[config.mk]
export PLATFORM = sky130hd
export DESIGN_NAME = mf3_median_flat
export DESIGN_NICKNAME = d
export VERILOG_FILES = /design/src/rtl/mf3_pkg.sv /design/src/rtl/mf3_result_if.sv /design/src/rtl/mf3_median.sv /design/src/flat_wrapper.sv
export SDC_FILE = /design/constraint.sdc
export NUM_CORES = 1
export LEC_CHECK = 0
export ABC_AREA = 1
export BUFFER_PORTS_ARGS = -buffer_cell sky130_fd_sc_hd__buf_2
export CORE_MARGIN = 4
export CORE_UTILIZATION = 56
export CTS_BUF_LIST = sky130_fd_sc_hd__clkbuf_16
export CTS_CLUSTER_DIAMETER = 50
export DETAILED_ROUTE_END_ITERATION = 6
export GPL_TIMING_DRIVEN = 0
export PLACE_DENSITY = 0.81
export SYNTH_ARGS = -nofsm -noshare
export SYNTH_HDL_FRONTEND = slang
export SYNTH_SLANG_ARGS = --single-unit
[constraint.sdc]
create_clock -name clk -period 5.4 [get_ports clk]
set_clock_uncertainty 0.15 [all_clocks]
set_input_delay 1.08 -clock clk [delete_from_list [all_inputs] [get_ports clk]]
set_output_delay 1.08 -clock clk [all_outputs]
set_load 0.005 [all_outputs]
[src/rtl/mf3_pkg.sv]
// ----------------------------------------------------------------------------
// mf3_pkg
// Shared types and constants for the 3x3 median filter.
// ----------------------------------------------------------------------------
package mf3_pkg;

    localparam int PIX_W    = 8;
    localparam int WIN_N    = 9;
    localparam int WIDTH_W  = 11;
    localparam int HEIGHT_W = 12;
    localparam int MIN_DIM  = 3;

    localparam int APB_ADDR_W = 3;
    localparam int APB_DATA_W = 32;

    localparam logic [WIDTH_W-1:0]  WIDTH_RESET  = 11'd600;
    localparam logic [HEIGHT_W-1:0] HEIGHT_RESET = 12'd800;

    // register index, taken from paddr[2]
    typedef enum logic {
        REG_IMAGE_WIDTH  = 1'b0,
        REG_IMAGE_HEIGHT = 1'b1
    } mf3_reg_t;

    typedef struct packed {
        logic [WIDTH_W-1:0]  width;
        logic [HEIGHT_W-1:0] height;
        logic                restart;
    } mf3_cfg_t;

    // pix[0..2] column c-2, pix[3..5] column c-1, pix[6..8] column c, top to bottom
    typedef struct packed {
        logic [WIN_N-1:0][PIX_W-1:0] pix;
        logic                        last;
    } mf3_win_t;

endpackage

[src/rtl/mf3_result_if.sv]
// ----------------------------------------------------------------------------
// mf3_result_if
// Result channel: valid/ready handshake with median and end-of-frame flag.
// ----------------------------------------------------------------------------
interface mf3_result_if
    import mf3_pkg::*;
();

    logic             valid;
    logic             ready;
    logic [PIX_W-1:0] median;
    logic             frame_last;

    modport source (output valid, output median, output frame_last, input ready);
    modport sink   (input valid, input median, input frame_last, output ready);

endinterface

[src/rtl/mf3_median.sv]
// ----------------------------------------------------------------------------
// mf3_median
// Three-stage median-of-nine network with output register.
// ----------------------------------------------------------------------------
module mf3_median
    import mf3_pkg::*;
(
    input  logic          clk,
    input  logic          rst_n,
    input  logic          win_valid,
    output logic          win_ready,
    input  mf3_win_t      win,
    mf3_result_if.source  results
);

    typedef logic [2:0][PIX_W-1:0] tri_t;

    // [0] smallest, [2] largest
    function automatic tri_t sort3(input logic [PIX_W-1:0] a,
                                   input logic [PIX_W-1:0] b,
                                   input logic [PIX_W-1:0] c);
        logic [PIX_W-1:0] lo1, hi1, t;
        tri_t             s;
        lo1  = (a < b) ? a : b;
        hi1  = (a < b) ? b : a;
        s[0] = (lo1 < c) ? lo1 : c;
        t    = (lo1 < c) ? c : lo1;
        s[1] = (hi1 < t) ? hi1 : t;
        s[2] = (hi1 < t) ? t : hi1;
        return s;
    endfunction

    logic             s3_valid_reg, s4_valid_reg, out_valid_reg;
    tri_t [2:0]       cols_reg;
    logic             s3_last_reg;
    tri_t             cand_reg;
    logic             s4_last_reg;
    logic [PIX_W-1:0] median_reg;
    logic             last_reg;

    logic rdy3, rdy4, rdy5;
    tri_t [2:0] cols_now;
    tri_t       lows, mids, highs;
    tri_t       cand_now, fin_now;

    assign rdy5      = !out_valid_reg || results.ready;
    assign rdy4      = !s4_valid_reg || rdy5;
    assign rdy3      = !s3_valid_reg || rdy4;
    assign win_ready = rdy3;

    always_comb
    begin
        for (int k = 0; k < 3; k++)
            cols_now[k] = sort3(win.pix[3*k], win.pix[3*k+1], win.pix[3*k+2]);
    end

    // max of minima, median of middles, min of maxima
    always_comb
    begin
        lows        = sort3(cols_reg[0][0], cols_reg[1][0], cols_reg[2][0]);
        mids        = sort3(cols_reg[0][1], cols_reg[1][1], cols_reg[2][1]);
        highs       = sort3(cols_reg[0][2], cols_reg[1][2], cols_reg[2][2]);
        cand_now[0] = lows[2];
        cand_now[1] = mids[1];
        cand_now[2] = highs[0];
        fin_now     = sort3(cand_reg[0], cand_reg[1], cand_reg[2]);
    end

    always_ff @(posedge clk or negedge rst_n)
    begin
        if (!rst_n)
        begin
            s3_valid_reg  <= 1'b0;
            s4_valid_reg  <= 1'b0;
            out_valid_reg <= 1'b0;
        end
        else
        begin
            if (rdy3)
                s3_valid_reg <= win_valid;
            if (rdy4)
                s4_valid_reg <= s3_valid_reg;
            if (rdy5)
                out_valid_reg <= s4_valid_reg;
        end
    end

    always_ff @(posedge clk)
    begin
        if (rdy3 && win_valid)
        begin
            cols_reg    <= cols_now;
            s3_last_reg <= win.last;
        end
        if (rdy4 && s3_valid_reg)
        begin
            cand_reg    <= cand_now;
            s4_last_reg <= s3_last_reg;
        end
        if (rdy5 && s4_valid_reg)
        begin
            median_reg <= fin_now[1];
            last_reg   <= s4_last_reg;
        end
    end

    assign results.valid      = out_valid_reg;
    assign results.median     = median_reg;
    assign results.frame_last = last_reg;

endmodule

[src/flat_wrapper.sv]
// flat-port wrapper written by rule: the top's interface ports become plain ports
module mf3_median_flat import mf3_pkg::*;
  (clk, rst_n, win_valid, win_ready, win, results_valid, results_median, results_frame_last, results_ready);
  mf3_result_if results_i ();
  input  logic clk;
  input  logic rst_n;
  input  logic win_valid;
  output logic win_ready;
  input  mf3_win_t win;
  output wire logic [$bits(results_i.valid)-1:0] results_valid;
  output wire logic [$bits(results_i.median)-1:0] results_median;
  output wire logic [$bits(results_i.frame_last)-1:0] results_frame_last;
  input wire logic [$bits(results_i.ready)-1:0] results_ready;
  assign results_valid = results_i.valid;
  assign results_median = results_i.median;
  assign results_frame_last = results_i.frame_last;
  assign results_i.ready = results_ready;
  mf3_median u_core (.clk(clk), .rst_n(rst_n), .win_valid(win_valid), .win_ready(win_ready), .win(win), .results(results_i));
endmodule
==> impl_metrics.yaml <==
timing:
  finalHoldViolations: 0
  timing.setup.tns_ps: 0
  fin_crit_sh_pct: 95.2
  drv_slew: 0
  setup_viol: 0
  period_needed_ps: 5140
  slew_headroom_pct: 40.6
  tightest_slew_ps: 890
  fmax_mhz: 194
  timing.hold.ws_ps: 277
layout:
  drive_gt1_share_pct: 12.2
  layout.nets: 1728
  n_antenna_cell: 0
  largest_register_ffs: 72
  fin_area_um2: 11200
  nFillCells: 1537
  final_common_cell: "nand2_1"
  layout_common_cells: "nand2_1 (439), inv_1 (214), ha_1 (140)"
  synthToLayoutAreaGrowth_pct: 11.8
run:
  cap_violations: 0
routing:
  drt-initial-drc-count: 523
  drcViolationCount: 0
  ant_nets: 0
  firstDrtPassIters: 7
  routedWlPerCell_um: 13.3
  via_count: 9266
  vias_per_cell: 5.32
  wl_mm: 23.2
critical_path:
  worstSetupPathType: "input port to flop"
  cpLargestDelayFamily: "compound AO/OA/AOI/OAI gates"
  path_buf_inv: 7
  worstPathRequired_ps: 5330
  cp_max_fo: 10
  crit_path_start_kind: "input port"
  cp-end-kind: "flop"
  max_stage_delay_ps: 340
  cp.arrival_ps: 5080
  critPathSlowestCell: "ha_1"
  cpMostUsedCell: "nand2_1"
logic_synthesis:
  syn_area_um2: 10000
  synth_cell_types: 22
  synth_top_family_by_area: "simple AND/OR/NAND/NOR gates"
  synth_fa_ha_area_share_pct: 17.5
  syn-instance-count: 1407
  synth-seq-cells: 110
  yosysSeqAreaShare_pct: 32.8
  synth-compound-area-share_pct: 12.7
  yosysWarnings: 0
  synth_fp_nets: 1624
  synthMuxAreaShare_pct: 0
  synth-simple-area-share_pct: 27.0
  synth_edf_count: 107
  synth_ff_type: "edfxtp_1"
  synthArstFlopShare_pct: 2.73
  yosys.area_share.xor_xnor_pct: 0
  synth.avg_cell_area_um2: 7.13
die:
  rows: 48
  die_area_um2: 20100
  die_height_um: 142
  ios: 88
  core-area_um2: 17400
  die_x_um: 142
  start_util_pct: 57.6
run_status:
  outcome: "finished, final reports clean"
cts:
  clock_sinks: 110
  cts_buffers: 9
  root_buffer: "clkbuf_16"
  insertion_delay_ps: 360
  path_clk_slew_ps: 80
  cts_tree: "done"
  holdBufCountCts: 0
  clockBufferDepth: 2
  cts_max_level: 3
global_routing:
  grt_max_degree: 50
  grt_pass1_wl_mm: 38.0
  first_global_vias: 8314
  grt_antenna_before_repair: 0
  grtUsageTotal_pct: 23.1
  overflow: 0
placement:
  place_hpwl_mm: 19.1
  gp_congestion: 0.967
  io_buffers: 87
  place_area_um2: 10800
pwr:
  total_leakage_power_uw: 0.00597
  p_per_area_nw_per_um2: 619
  ir_worst_vdd_mv: 0.594
min_path:
  hold_class: "flop to flop"
## final timing paths
check / depth (start not counted) / slack (ps) / to / start
hold reg to reg: 0 / 280 / u_core.results.frame_last / u_core.s4_last_reg
setup / recovery: 27 / 260 / u_core.cols_reg[32] / win[40]
hold / removal: 0 / 280 / u_core.results.frame_last / u_core.s4_last_reg
min in group asynchronous: 1 / 350 / u_core.s4_valid_reg / rst_n
setup reg to reg: 24 / 380 / u_core.cand_reg[2] / u_core.cols_reg[31]
max in group asynchronous: 1 / 4640 / u_core.s3_valid_reg / rst_n
## metrics by stage
| stage | util, % | worst slack, ps | power, uW | std cells |
|---|---|---|---|---|
| 2_1_floorplan | - | 99.1 | 5080 | 1407 |
| 6_report | 64.4 | 257 | 6950 | 1741 |
| 3_5_place_dp | 61.9 | -850 | 6110 | 1720 |
| 3_3_place_gp | 61.7 | -731 | 5940 | 1719 |
| 5_1_grt | 64.4 | -34.4 | 7770 | 1741 |
| 4_1_cts | 63.8 | 27.3 | 6780 | 1738 |
## power breakdown
part	leakage [uW]	switching, uW	internal [uW]	total, uW
clock network	0.000137	307	314	621
logic	0.00476	3000	1710	4710
registers	0.00108	136	1490	1620
total	0.00597	3440	3510	6950
## routing by layer
metal / vias up / track usage (%) / part of all wire [%]
li1: 4808 / - / -
met1: 4099 / 30.2 / 43
met2: 308 / 38.9 / 47
met3: 51 / 4.11 / 7.3
met4: 0 / 7.93 / 3.1
met5: - / 0 / 0
## area by class of cell
class | instances | area [um^2] | share of cell area, %
plain buffers | 35 | 210 | 1.87
clock buffers | 9 | 225 | 2.01
clock inverters | 7 | 47.5 | 0.424
inverters | 218 | 818 | 7.29
multi-input cells | 1041 | 5840 | 52.0
flip-flops and latches | 110 | 3290 | 29.3
well taps | 225 | 282 | 2.51
repair buffers | 96 | 515 | 4.59
## kinds of logic (layout without fill, tap and decap cells)
| logic type | after synthesis | count (layout) |
|---|---|---|
| adder cells (fa/ha/maj) | 140 | 140 |
| flip-flops | 110 | 110 |
| AO/OA/AOI/OAI | 241 | 241 |
| buffers and inverters | 256 | 365 |
| AND/OR/NAND/NOR | 660 | 660 |
## cells in the mapped netlist (3+ instances only)
library cell  count  area [um^2]
ha_1            140         1750
a211oi_2          3         37.5
dfrtp_1           3         75.1
a21oi_1         104          521
o21ai_0         117          586
nand2_1         439         1650
nand2_2          19          119
a211oi_1         10         75.1
o21a_1            6         45.0
inv_1           217          815
nand3_1          97          485
buf_6             3         33.8
nand2_4           6         67.6
buf_2            16         80.1
and2_1            6         37.5
clkbuf_1         16         60.1
buf_4             3         22.5
nor2_1           91          342
edfxtp_1        107         3210
## what timing repair did
action                                  in CTS  in global routing
resized for setup                           11                 32
endpoints found under the setup margin      56                 72
setup buffers                                3                  5
pin swaps                                    2                  6
(Power assumes the default switching activity.)
