===== src/rtl/mf3_pkg.sv =====
// ----------------------------------------------------------------------------
// mf3_pkg
// Shared types and constants for the 3x3 median filter.
// ----------------------------------------------------------------------------
package mf3_pkg;

    localparam int PIX_W    = 8;
    localparam int WIN_N    = 9;
    localparam int WIDTH_W  = 11;
    localparam int HEIGHT_W = 12;
    localparam int MIN_DIM  = 3;

    localparam int APB_ADDR_W = 3;
    localparam int APB_DATA_W = 32;

    localparam logic [WIDTH_W-1:0]  WIDTH_RESET  = 11'd600;
    localparam logic [HEIGHT_W-1:0] HEIGHT_RESET = 12'd800;

    // register index, taken from paddr[2]
    typedef enum logic {
        REG_IMAGE_WIDTH  = 1'b0,
        REG_IMAGE_HEIGHT = 1'b1
    } mf3_reg_t;

    typedef struct packed {
        logic [WIDTH_W-1:0]  width;
        logic [HEIGHT_W-1:0] height;
        logic                restart;
    } mf3_cfg_t;

    // pix[0..2] column c-2, pix[3..5] column c-1, pix[6..8] column c, top to bottom
    typedef struct packed {
        logic [WIN_N-1:0][PIX_W-1:0] pix;
        logic                        last;
    } mf3_win_t;

endpackage


===== src/rtl/mf3_cfg.sv =====
// ----------------------------------------------------------------------------
// mf3_cfg
// APB register file: image width and height, frame restart on any write.
// ----------------------------------------------------------------------------
module mf3_cfg
    import mf3_pkg::*;
(
    input  logic                  clk,
    input  logic                  rst_n,
    input  logic                  psel,
    input  logic                  penable,
    input  logic                  pwrite,
    input  logic [APB_ADDR_W-1:0] paddr,
    input  logic [APB_DATA_W-1:0] pwdata,
    output logic [APB_DATA_W-1:0] prdata,
    output logic                  pready,
    output mf3_cfg_t              cfg
);

    logic [WIDTH_W-1:0]  width_reg;
    logic [HEIGHT_W-1:0] height_reg;
    logic                wr_en;
    mf3_reg_t            reg_sel;

    assign pready  = 1'b1;
    assign wr_en   = psel && penable && pwrite;
    assign reg_sel = mf3_reg_t'(paddr[2]);

    always_ff @(posedge clk or negedge rst_n)
    begin
        if (!rst_n)
        begin
            width_reg  <= WIDTH_RESET;
            height_reg <= HEIGHT_RESET;
        end
        else if (wr_en)
        begin
            case (reg_sel)
                REG_IMAGE_WIDTH:  width_reg  <= pwdata[WIDTH_W-1:0];
                REG_IMAGE_HEIGHT: height_reg <= pwdata[HEIGHT_W-1:0];
                default:          ;
            endcase
        end
    end

    always_comb
    begin
        case (reg_sel)
            REG_IMAGE_WIDTH:  prdata = APB_DATA_W'(width_reg);
            REG_IMAGE_HEIGHT: prdata = APB_DATA_W'(height_reg);
            default:          prdata = '0;
        endcase
    end

    // counters restart at the same edge as the register write
    assign cfg.width   = width_reg;
    assign cfg.height  = height_reg;
    assign cfg.restart = wr_en;

endmodule


===== config.mk =====
export PLATFORM = sky130hd
export DESIGN_NAME = mf3_cfg
export DESIGN_NICKNAME = d
export VERILOG_FILES = /design/src/rtl/mf3_pkg.sv /design/src/rtl/mf3_cfg.sv
export SDC_FILE = /design/constraint.sdc
export NUM_CORES = 1
export LEC_CHECK = 0
export BUFFER_PORTS_ARGS = -buffer_cell sky130_fd_sc_hd__buf_2
export CAP_MARGIN = 20
export CELL_PAD_IN_SITES_DETAIL_PLACEMENT = 1
export CELL_PAD_IN_SITES_GLOBAL_PLACEMENT = 2
export CORE_MARGIN = 1.5
export CORE_UTILIZATION = 22
export DETAILED_ROUTE_END_ITERATION = 10
export GPL_TIMING_DRIVEN = 0
export PLACE_DENSITY_LB_ADDON = 0.1
export SYNTH_ARGS = -nofsm -noshare
export SYNTH_HDL_FRONTEND = slang
export SYNTH_SLANG_ARGS = --single-unit

===== constraint.sdc =====
create_clock -name clk -period 1.2 [get_ports clk]
set_clock_uncertainty 0.1 [all_clocks]
set_input_delay 0.24 -clock clk [delete_from_list [all_inputs] [get_ports clk]]
set_output_delay 0.24 -clock clk [all_outputs]
set_load 0.005 [all_outputs]

==> results of run 1 <==
==> through the flow <==
stage	power [mW]	cell area [um2]	setup TNS, ns	setup WS [ns]
2_1_floorplan	1.515	1325	0	0.08652
3_3_place_gp	1.873	1680	-4.909	-0.3502
3_5_place_dp	1.890	1680	-5.104	-0.3592
4_1_cts	2.787	2018	-3.428	-0.2015
5_1_grt	3.193	2166	-4.683	-0.2437
6_report	2.980	2166	-3.213	-0.2013
==> worst max-delay path by stage <==
stage	startpoint	endpoint	slack (ns)	cells after the start
finish	height_reg[7]	prdata[7]	-0.20	2
global route	height_reg[7]	prdata[7]	-0.24	2
detailed placement	paddr[2]	prdata[6]	-0.36	4
global placement	paddr[2]	prdata[7]	-0.35	4
CTS	height_reg[10]	prdata[10]	-0.20	2
floorplan	paddr[2]	prdata[10]	0.09	2
==> worst max-delay path, delay by kind of cell, from the launching register on <==
| kind | cells | cell delay (ns) |
|---|---|---|
| buf+inv | 1 | 0.12 |
| flops | 1 | 0.41 |
| mux | 1 | 0.27 |
==> metal layers <==
layer  routed length [um]  global-route usage
met5                    0                   0
met4                   15             0.01607
met3                  220             0.03140
met2                 1692              0.1913
met1                 1421              0.1428
==> what timing repair did <==
item                                    CTS  global route
buffers inserted                         15             6
hold buffers                              1             0
gates resized for setup                  31            23
gates cloned                              1             0
hold endpoints to repair                 16             0
pin swaps                                 1             1
endpoints found under the setup margin   19            30
==> cell families after synthesis <==
kind of cell,after synthesis,share of synthesized area
buffers and inverters,25,0.1537
flip-flops,23,0.4661
multiplexers,34,0.3353
AND/OR/NAND/NOR,4,0.03892
other,2,0.005990
==> cell usage in the layout, fill, tap and decap left out <==
cell           netlist  final
and2_1               1      1
dfrtp_1             16     16
buf_4               22     27
mux2_2              24     16
dfstp_2              7      7
conb_1               2     21
buf_8                0      1
mux2_4              10     18
and3_1               1      1
clkbuf_1             0      1
dlygate4sd3_1        0      1
clkbuf_8             0      3
nand4_2              1      1
buf_2                1     28
buf_16               0      1
nand4b_4             1      1
buf_6                2     42
==> power by group through the flow <==
| stage | combinational [mW] | sequential [mW] | clock, mW |
|---|---|---|---|
| finish | 1.39 | 1.12 | 0.475 |
| floorplan | 0.394 | 1.12 | 0 |
| global placement | 0.758 | 1.12 | 0 |
| detailed placement | 0.768 | 1.12 | 0 |
| global route | 1.49 | 1.14 | 0.555 |
| CTS | 1.18 | 1.10 | 0.510 |
==> cell type report <==
cell class / count / area [um2]
Fill cell: 628 / 3341
Clock buffer: 4 / 45.04
Timing Repair Buffer: 75 / 665.6
Multi-Input combinational cell: 59 / 578.1
Buffer: 25 / 202.7
Sequential cell: 23 / 584.3
Tap cell: 72 / 90.09
==> flow_summary.yaml, run 1 <==
run_status:
  outcome: "complete, but fails checks"
  violations: "setup timing"
logic_synthesis:
  synth-edff-count: 0
  synth_area_leaders: "dfrtp_1, mux2_2, dfstp_2, buf_4, mux2_4"
  ys_seq_area_frac: 0.4661
  syn-cell-area_um2: 1254
  synth_seq_cells: 23
  ys.flop_type: "dfrtp_1"
  avgSynthCellArea_um2: 14.25
  yosysTopAreaCell: "dfrtp_1"
  synth.top_cell.area_share: 0.3194
  yosysWarnings: 0
  ys_async_sr_fraction: 1.000
  synthCells: 88
  synthTopCellsByCount: "mux2_2, buf_4, dfrtp_1"
  yosysMostFrequentCell: "mux2_2"
  synth_cell_types: 12
global_route:
  grt_max_degree: 24
  antenna_found_initial: 0
  grt_pass1_wl_um: 5368
  grt_pass1_vias: 1039
  grt_overflow_total: 0
  grtUsageTotal: 0.1117
setup_path:
  cp-end-kind: "output port"
  crit_type: "reg -> out"
  r2r.worst_path.cells: 3
  start_kind: "flop"
  timing.rr.end: "height_reg[4]"
  required_ns: 0.86
  reg2reg_slack_ns: 0.11
  crit_path_cell_trace: "mux2_2, buf_2"
  rr_startpoint: "height_reg[4]"
  path_max_fanout: 2
  cp.arrival_ns: 1.06
  worst_path_max_delay_cell: "dfrtp_1"
  cpPeakStageDelay_ns: 0.41
drt:
  vias: 979
  wl_um: 3350
  drc: 0
  first_pass_iters: 2
  avgRoutedWirePerCell_um: 12.98
  via_per_inst: 3.795
  detail-route-antenna-nets: 0
  dr.first_iter.drc_count: 7
run:
  drv_cap: 0
sta:
  period_needed_ns: 1.401
  whs_ns: 0.1154
  fin_ws_ns: -0.2013
  fmax_mhz: 713.6
  setup_violations: 32
  drv_slew: 0
  slew_headroom: 0.6476
  finalCritPeriodShare: 1.168
  worst_pin_slew_ns: 0.5286
  rsz0062_at_grt: "yes"
  final_hold_viol_count: 0
clock_tree:
  cts_tree: "built"
  clk_pin_slew_ns: 0.08
  clk-insertion-delay-late_ns: 0.26
  ctsRootBufferMaster: "clkbuf_8"
  clock_sinks: 23
  numCtsBuffers: 3
  h-tree-depth: 1
  clock_path_buffers: 2
hold_path:
  whs_path_depth: 2
  min_path_type: "in -> reg"
  hold_start: "pwdata[11]"
  hold_end: "height_reg[11]"
floorplanning:
  fp.dieH_um: 78.49
  fp-row-count: 27
  start_util: 0.2277
  die_area_um2: 6161
  core_um2: 5507
  die_w_um: 78.49
  io_pins: 97
pwr:
  power_leakage_nw: 1.153
  clock_power_share: 0.159
  peakVddDrop_uv: 911.9
  switching_share: 0.2570
  power.share.combinational: 0.465
  p_switching_mw: 0.7660
  p_int_mw: 2.214
  p_seq_frac: 0.376
  power_per_cell_area_nw_per_um2: 1376
final_layout:
  drive_above_1_share: 0.7796
  final_util: 0.3933
  final_nets: 227
  largest_reg_flops: 12
  area_growth_pct: 72.75
  stdcell_count: 258
  num_antenna_cells: 0
placed_design:
  place_hpwl_um: 2157
  gp_congestion: 0.6214
  io_buffer_count: 53
  dp_cells: 232
Note: power is estimated with default switching activity, not from simulation.
==> run 2, diff against run 1 <==
TNS_END_PERCENT = 1   (was default)
==> run 2 against run 1 <==
Compared with the run above: the run still ends with setup timing left; global-route usage down 0.49 points; first-iteration DRC count grew 86%; setup slack got worse by 0.00057 ns; worst hold slack about the same; maximum frequency barely moved; utilization decreased by 4.0 points; wire length decreased by 6.9%; flip-flop and latch count did not move; sequential share of layout area up 3.1 points; critical endpoint unchanged; largest power group is now sequential cells; highest routed layer unchanged.
==> flow_summary.yaml, run 2 (synthesis results as in run 1) <==
run_status:
  outcome: "complete, but fails checks"
  violations: "setup timing"
global_route:
  grt_max_degree: 24
  grt_overflow_total: 0
  grtUsageTotal: 0.1068
  grt_pass1_vias: 975
  grt_pass1_wl_um: 5099
  antenna_found_initial: 0
sta:
  finalCritPeriodShare: 1.168
  whs_ns: 0.1152
  worst_pin_slew_ns: 0.5272
  slew_headroom: 0.6486
  drv_slew: 0
  period_needed_ns: 1.402
  fin_ws_ns: -0.2019
  rsz0062_at_grt: "yes"
  fmax_mhz: 713.3
  setup_violations: 25
  final_hold_viol_count: 0
drt:
  detail-route-antenna-nets: 0
  drc: 0
  via_per_inst: 3.772
  wl_um: 3119
  avgRoutedWirePerCell_um: 12.68
  vias: 928
  first_pass_iters: 2
  dr.first_iter.drc_count: 13
clock_tree:
  h-tree-depth: 1
  cts_tree: "built"
  clk-insertion-delay-late_ns: 0.26
  clock_path_buffers: 2
  ctsRootBufferMaster: "clkbuf_8"
  clk_pin_slew_ns: 0.08
  clock_sinks: 23
  numCtsBuffers: 3
floorplanning:
  start_util: 0.2277
  core_um2: 5507
  die_w_um: 78.49
  die_area_um2: 6161
  fp-row-count: 27
  fp.dieH_um: 78.49
  io_pins: 97
final_layout:
  layout_commonest_cell: "buf_2"
  final_util: 0.3533
  final_nets: 215
  drive_above_1_share: 0.7644
  stdcell_area_um2: 1946
  stdcell_count: 246
  final_cell_mix: "buf_2, buf_4, conb_1"
  largest_reg_flops: 12
  num_antenna_cells: 0
  area_growth_pct: 55.19
setup_path:
  r2r.worst_path.cells: 2
  cp.arrival_ns: 1.06
  required_ns: 0.86
  cp-end-kind: "output port"
  start_kind: "flop"
  crit_type: "reg -> out"
  path_max_fanout: 2
pwr:
  power_leakage_nw: 1.043
  p_seq_frac: 0.423
  p_switching_mw: 0.6915
  clock_power_share: 0.181
  p_int_mw: 1.936
  peakVddDrop_uv: 871.9
  power_per_cell_area_nw_per_um2: 1351
  switching_share: 0.2632
  power.share.combinational: 0.395
  total_power_mw: 2.628
run:
  drv_cap: 0
hold_path:
  min_path_type: "in -> reg"
  whs_path_depth: 2
placed_design:
  gp_congestion: 0.6214
  placed_area_um2: 1680
  io_buffer_count: 53
  place_hpwl_um: 2157
  dp_cells: 232
-- run 2: cell types whose count changed in the layout (fill, tap and decap cells not counted), sizes merged --
cell / delta
buf: -12
-- run 2: repair_timing --
item	in CTS	in global routing
endpoints found under the hold margin	16	0
gates cloned	1	0
gates resized for setup	12	15
setup endpoints to repair	19	24
pin swaps	1	0
hold buffers	1	0
buffers inserted	7	1
-- run 2: power by group through the flow --
stage,sequential (mW),combinational [mW],clock (mW)
after CTS,1.10,0.927,0.510
after global routing,1.15,1.13,0.555
final,1.11,1.04,0.476
after global placement,1.12,0.758,0
after detailed placement,1.12,0.768,0
after floorplan,1.12,0.394,0
-- run 2: per-layer routing --
| layer | up-vias | GRT usage | part of all wire | wire length (um) |
|---|---|---|---|---|
| met5 | - | 0 | 0 | 0 |
| met3 | 2 | 0.03140 | 0.071 | 222 |
| met4 | 0 | 0.01607 | 0.0048 | 15 |
| met1 | 456 | 0.1349 | 0.43 | 1338 |
| met2 | 41 | 0.1835 | 0.49 | 1543 |
| li1 | 429 | - | - | - |
-- run 2: area by class of cell --
type                    instances  area, um2
fillers                       639       3561
repair buffers                 63      460.4
clock buffers                   4      45.04
multi-input cells              59      563.0
plain buffers                  25      202.7
flip-flops and latches         23      584.3
well taps                      72      90.09
-- run 2: metrics by stage --
step / setup TNS (ns) / worst slack, ns
after floorplan: 0 / 0.08652
after global placement: -4.909 / -0.3502
after detailed placement: -5.104 / -0.3592
after CTS: -3.130 / -0.2015
after global routing: -4.072 / -0.2439
final: -2.814 / -0.2019
-- run 2: worst paths after layout --
| check | to | start | slack, ns |
|---|---|---|---|
| max in group asynchronous | height_reg[9] | rst_n | 0.25 |
| worst max-delay path | prdata[7] | height_reg[7] | -0.20 |
| worst max register to register | height_reg[7] | height_reg[7] | 0.21 |
| min in group asynchronous | height_reg[3] | rst_n | 0.38 |
| worst min-delay path | height_reg[11] | pwdata[11] | 0.12 |
| worst min register to register | width_reg[1] | width_reg[1] | 0.43 |
-- run 2: critical path: stages, from the launching register on --
cell and delay (ns):
dfrtp_1 0.41, mux2_2 0.27, buf_2 0.12
==> run 3, diff against run 2 <==
ABC_AREA = 1   (was default)
CORE_UTILIZATION = 21   (was 22)
clock period = 1.69 ns   (was 1.2 ns; I/O delays follow)
==> run 3 against run 2 <==
Compared with the run above: the flow now finishes without violations; sequential power decreased by 32%; total power fell by 41%; utilization fell by 5.6 points; cell area fell by 10%; register-to-register slack gained 0.66 ns; first-iteration DRC count increased by 62%; non-clock buffer count shrank 4; clock power is 28% lower; wire length up 26%; die area rose by 6.0%; critical endpoint is now prdata[6]; largest power group unchanged.
==> flow_summary.yaml, run 3 <==
sta:
  finalCritPeriodShare: 0.9247
  fin_ws_ns: 0.1272
  slew_headroom: 0.6391
  period_needed_ns: 1.563
  rsz0062_at_grt: "no"
  drv_slew: 0
  fmax_mhz: 639.9
  whs_ns: 0.2018
  setup_tns_ns: 0
  worst_pin_slew_ns: 0.5413
  final_hold_viol_count: 0
  setup_violations: 0
placed_design:
  placed_area_um2: 1697
  preCtsSetupSlack_ns: 0.08683
  dp_cells: 312
  io_buffer_count: 52
  place_hpwl_um: 2852
  gp_congestion: 0.6723
setup_path:
  cpPeakStageDelay_ns: 0.26
  critPathMostFrequentCell: "buf_2"
  crit_path_cell_trace: "buf_2, inv_2, buf_2, nand2_1, nand2_1, buf_2"
  path_max_fanout: 10
  cp-end-kind: "output port"
  r2r.worst_path.cells: 2
  rr_startpoint: "height_reg[9]"
  timing.rr.end: "height_reg[9]"
  required_ns: 1.25
  start_kind: "primary input"
  crit_type: "in -> out"
  reg2reg_slack_ns: 0.87
  worst_path_max_delay_cell: "buf_2"
  cp.arrival_ns: 1.12
pwr:
  p_switching_mw: 0.4764
  clock_power_share: 0.223
  p_int_mw: 1.064
  total_power_mw: 1.540
  switching_share: 0.3093
  power.share.combinational: 0.287
  peakVddDrop_uv: 270.8
  p_seq_frac: 0.490
  power_per_cell_area_nw_per_um2: 879.4
  power_leakage_nw: 1.066
clock_tree:
  cts_tree: "built"
  hold_buffers: 1
  clk-insertion-delay-late_ns: 0.26
  ctsRootBufferMaster: "clkbuf_8"
  clk_pin_slew_ns: 0.08
  h-tree-depth: 1
  cts_resized: 0
  cts_setup_buffers: 0
  clock_path_buffers: 2
  clock_sinks: 23
  numCtsBuffers: 3
drt:
  drc: 0
  wl_um: 3930
  vias: 1269
  via_per_inst: 4.003
  dr.first_iter.drc_count: 21
  avgRoutedWirePerCell_um: 12.40
  first_pass_iters: 2
  detail-route-antenna-nets: 0
floorplanning:
  die_area_um2: 6529
  fp-row-count: 28
  fp.dieH_um: 80.81
  start_util: 0.2160
  core_um2: 5886
  io_pins: 97
  die_w_um: 80.81
global_route:
  grt_max_degree: 24
  busiest_layer: "met2"
  grt_pass1_wl_um: 6127
  antenna_found_initial: 0
  use_met3: 0.01348
  grt_pass1_vias: 1218
  use_met2: 0.2167
  global_route.usage.met1: 0.1649
  grtUsageTotal: 0.1247
  grt_overflow_total: 0
final_layout:
  stdcell_count: 317
  num_antenna_cells: 0
  fill_cells: 776
  area_growth_pct: 37.80
  final_cell_mix: "nand2_1, buf_2, buf_4, nand3_1, conb_1"
  layout_commonest_cell: "nand2_1"
  drive_above_1_share: 0.3926
  final_nets: 283
  stdcell_area_um2: 1752
  final_util: 0.2976
  largest_reg_flops: 12
logic_synthesis:
  synthTopCellsByCount: "nand2_1, buf_4, nand3_1"
  ys_async_sr_fraction: 1.000
  ys.flop_type: "dfrtp_1"
  syn-cell-area_um2: 1271
  yosysTopAreaCell: "dfrtp_1"
  yosysMostFrequentCell: "nand2_1"
  synth-edff-count: 0
  avgSynthCellArea_um2: 7.658
  yosysWarnings: 0
  synth_cell_types: 12
  synth_area_leaders: "dfrtp_1, nand2_1, dfstp_2, buf_4, nand3_1"
  synth_seq_cells: 23
  ys_seq_area_frac: 0.4596
  synth.top_cell.area_share: 0.3150
  synthCells: 166
run_status:
  outcome: "finished, final reports clean"
hold_path:
  hold_start: "pwdata[9]"
  whs_path_depth: 3
  min_path_type: "in -> reg"
  hold_end: "width_reg[9]"
run:
  drv_cap: 0
-- run 3: cell count changes after synthesis, sizes merged --
| cell | change |
|---|---|
| buf | +6 |
| and2 | -1 |
| nand3 | +23 |
| nand2 | +81 |
| and3 | -1 |
| nand4b | -1 |
| nand4 | +1 |
| mux2 | -34 |
| inv | +3 |
| nor2 | +1 |
-- run 3: cell type report --
type | count | area, um2 | area share
inverter | 3 | 11.26 | 0.006429
sequential | 23 | 584.3 | 0.3336
timing repair buffer | 53 | 270.3 | 0.1543
tap | 75 | 93.84 | 0.05357
clock buffer | 4 | 45.04 | 0.02571
multi-input combinational | 128 | 521.8 | 0.2979
buffer | 31 | 225.2 | 0.1286
-- run 3: worst max path at each step --
stage | to | from | depth (start not counted)
after floorplan | prdata[9] | paddr[2] | 5
after global placement | prdata[10] | paddr[2] | 6
after detailed placement | prdata[10] | paddr[2] | 6
after CTS | prdata[10] | paddr[2] | 6
after global routing | prdata[6] | paddr[2] | 6
final | prdata[6] | paddr[2] | 6
-- run 3: cells by family (layout without fill, tap and decap cells) --
family,after synthesis,in the layout,synth area share
buffers and inverters,34,91,0.1860
DFF,23,23,0.4596
and+or+nand+nor,107,107,0.3484
other,2,21,0.005908
-- run 3: power groups by stage --
| stage | Combinational [mW] | Sequential, mW | Clock (mW) |
|---|---|---|---|
| 2_1_floorplan | 0.212 | 0.768 | 0 |
| 3_3_place_gp | 0.443 | 0.770 | 0 |
| 3_5_place_dp | 0.451 | 0.767 | 0 |
| 4_1_cts | 0.453 | 0.758 | 0.364 |
| 5_1_grt | 0.517 | 0.774 | 0.382 |
| 6_report | 0.442 | 0.755 | 0.343 |
-- run 3: worst max-delay path, delay by kind of cell --
| kind | cells | cell delay (ns) |
|---|---|---|
| buffers and inverters | 4 | 0.63 |
| and+or+nand+nor | 2 | 0.15 |
-- run 3: layer usage --
metal | part of all wire | up-vias
li1 | - | 628
met1 | 0.46 | 597
met2 | 0.48 | 42
met3 | 0.053 | 2
met4 | 0.0074 | 0
met5 | 0 | -
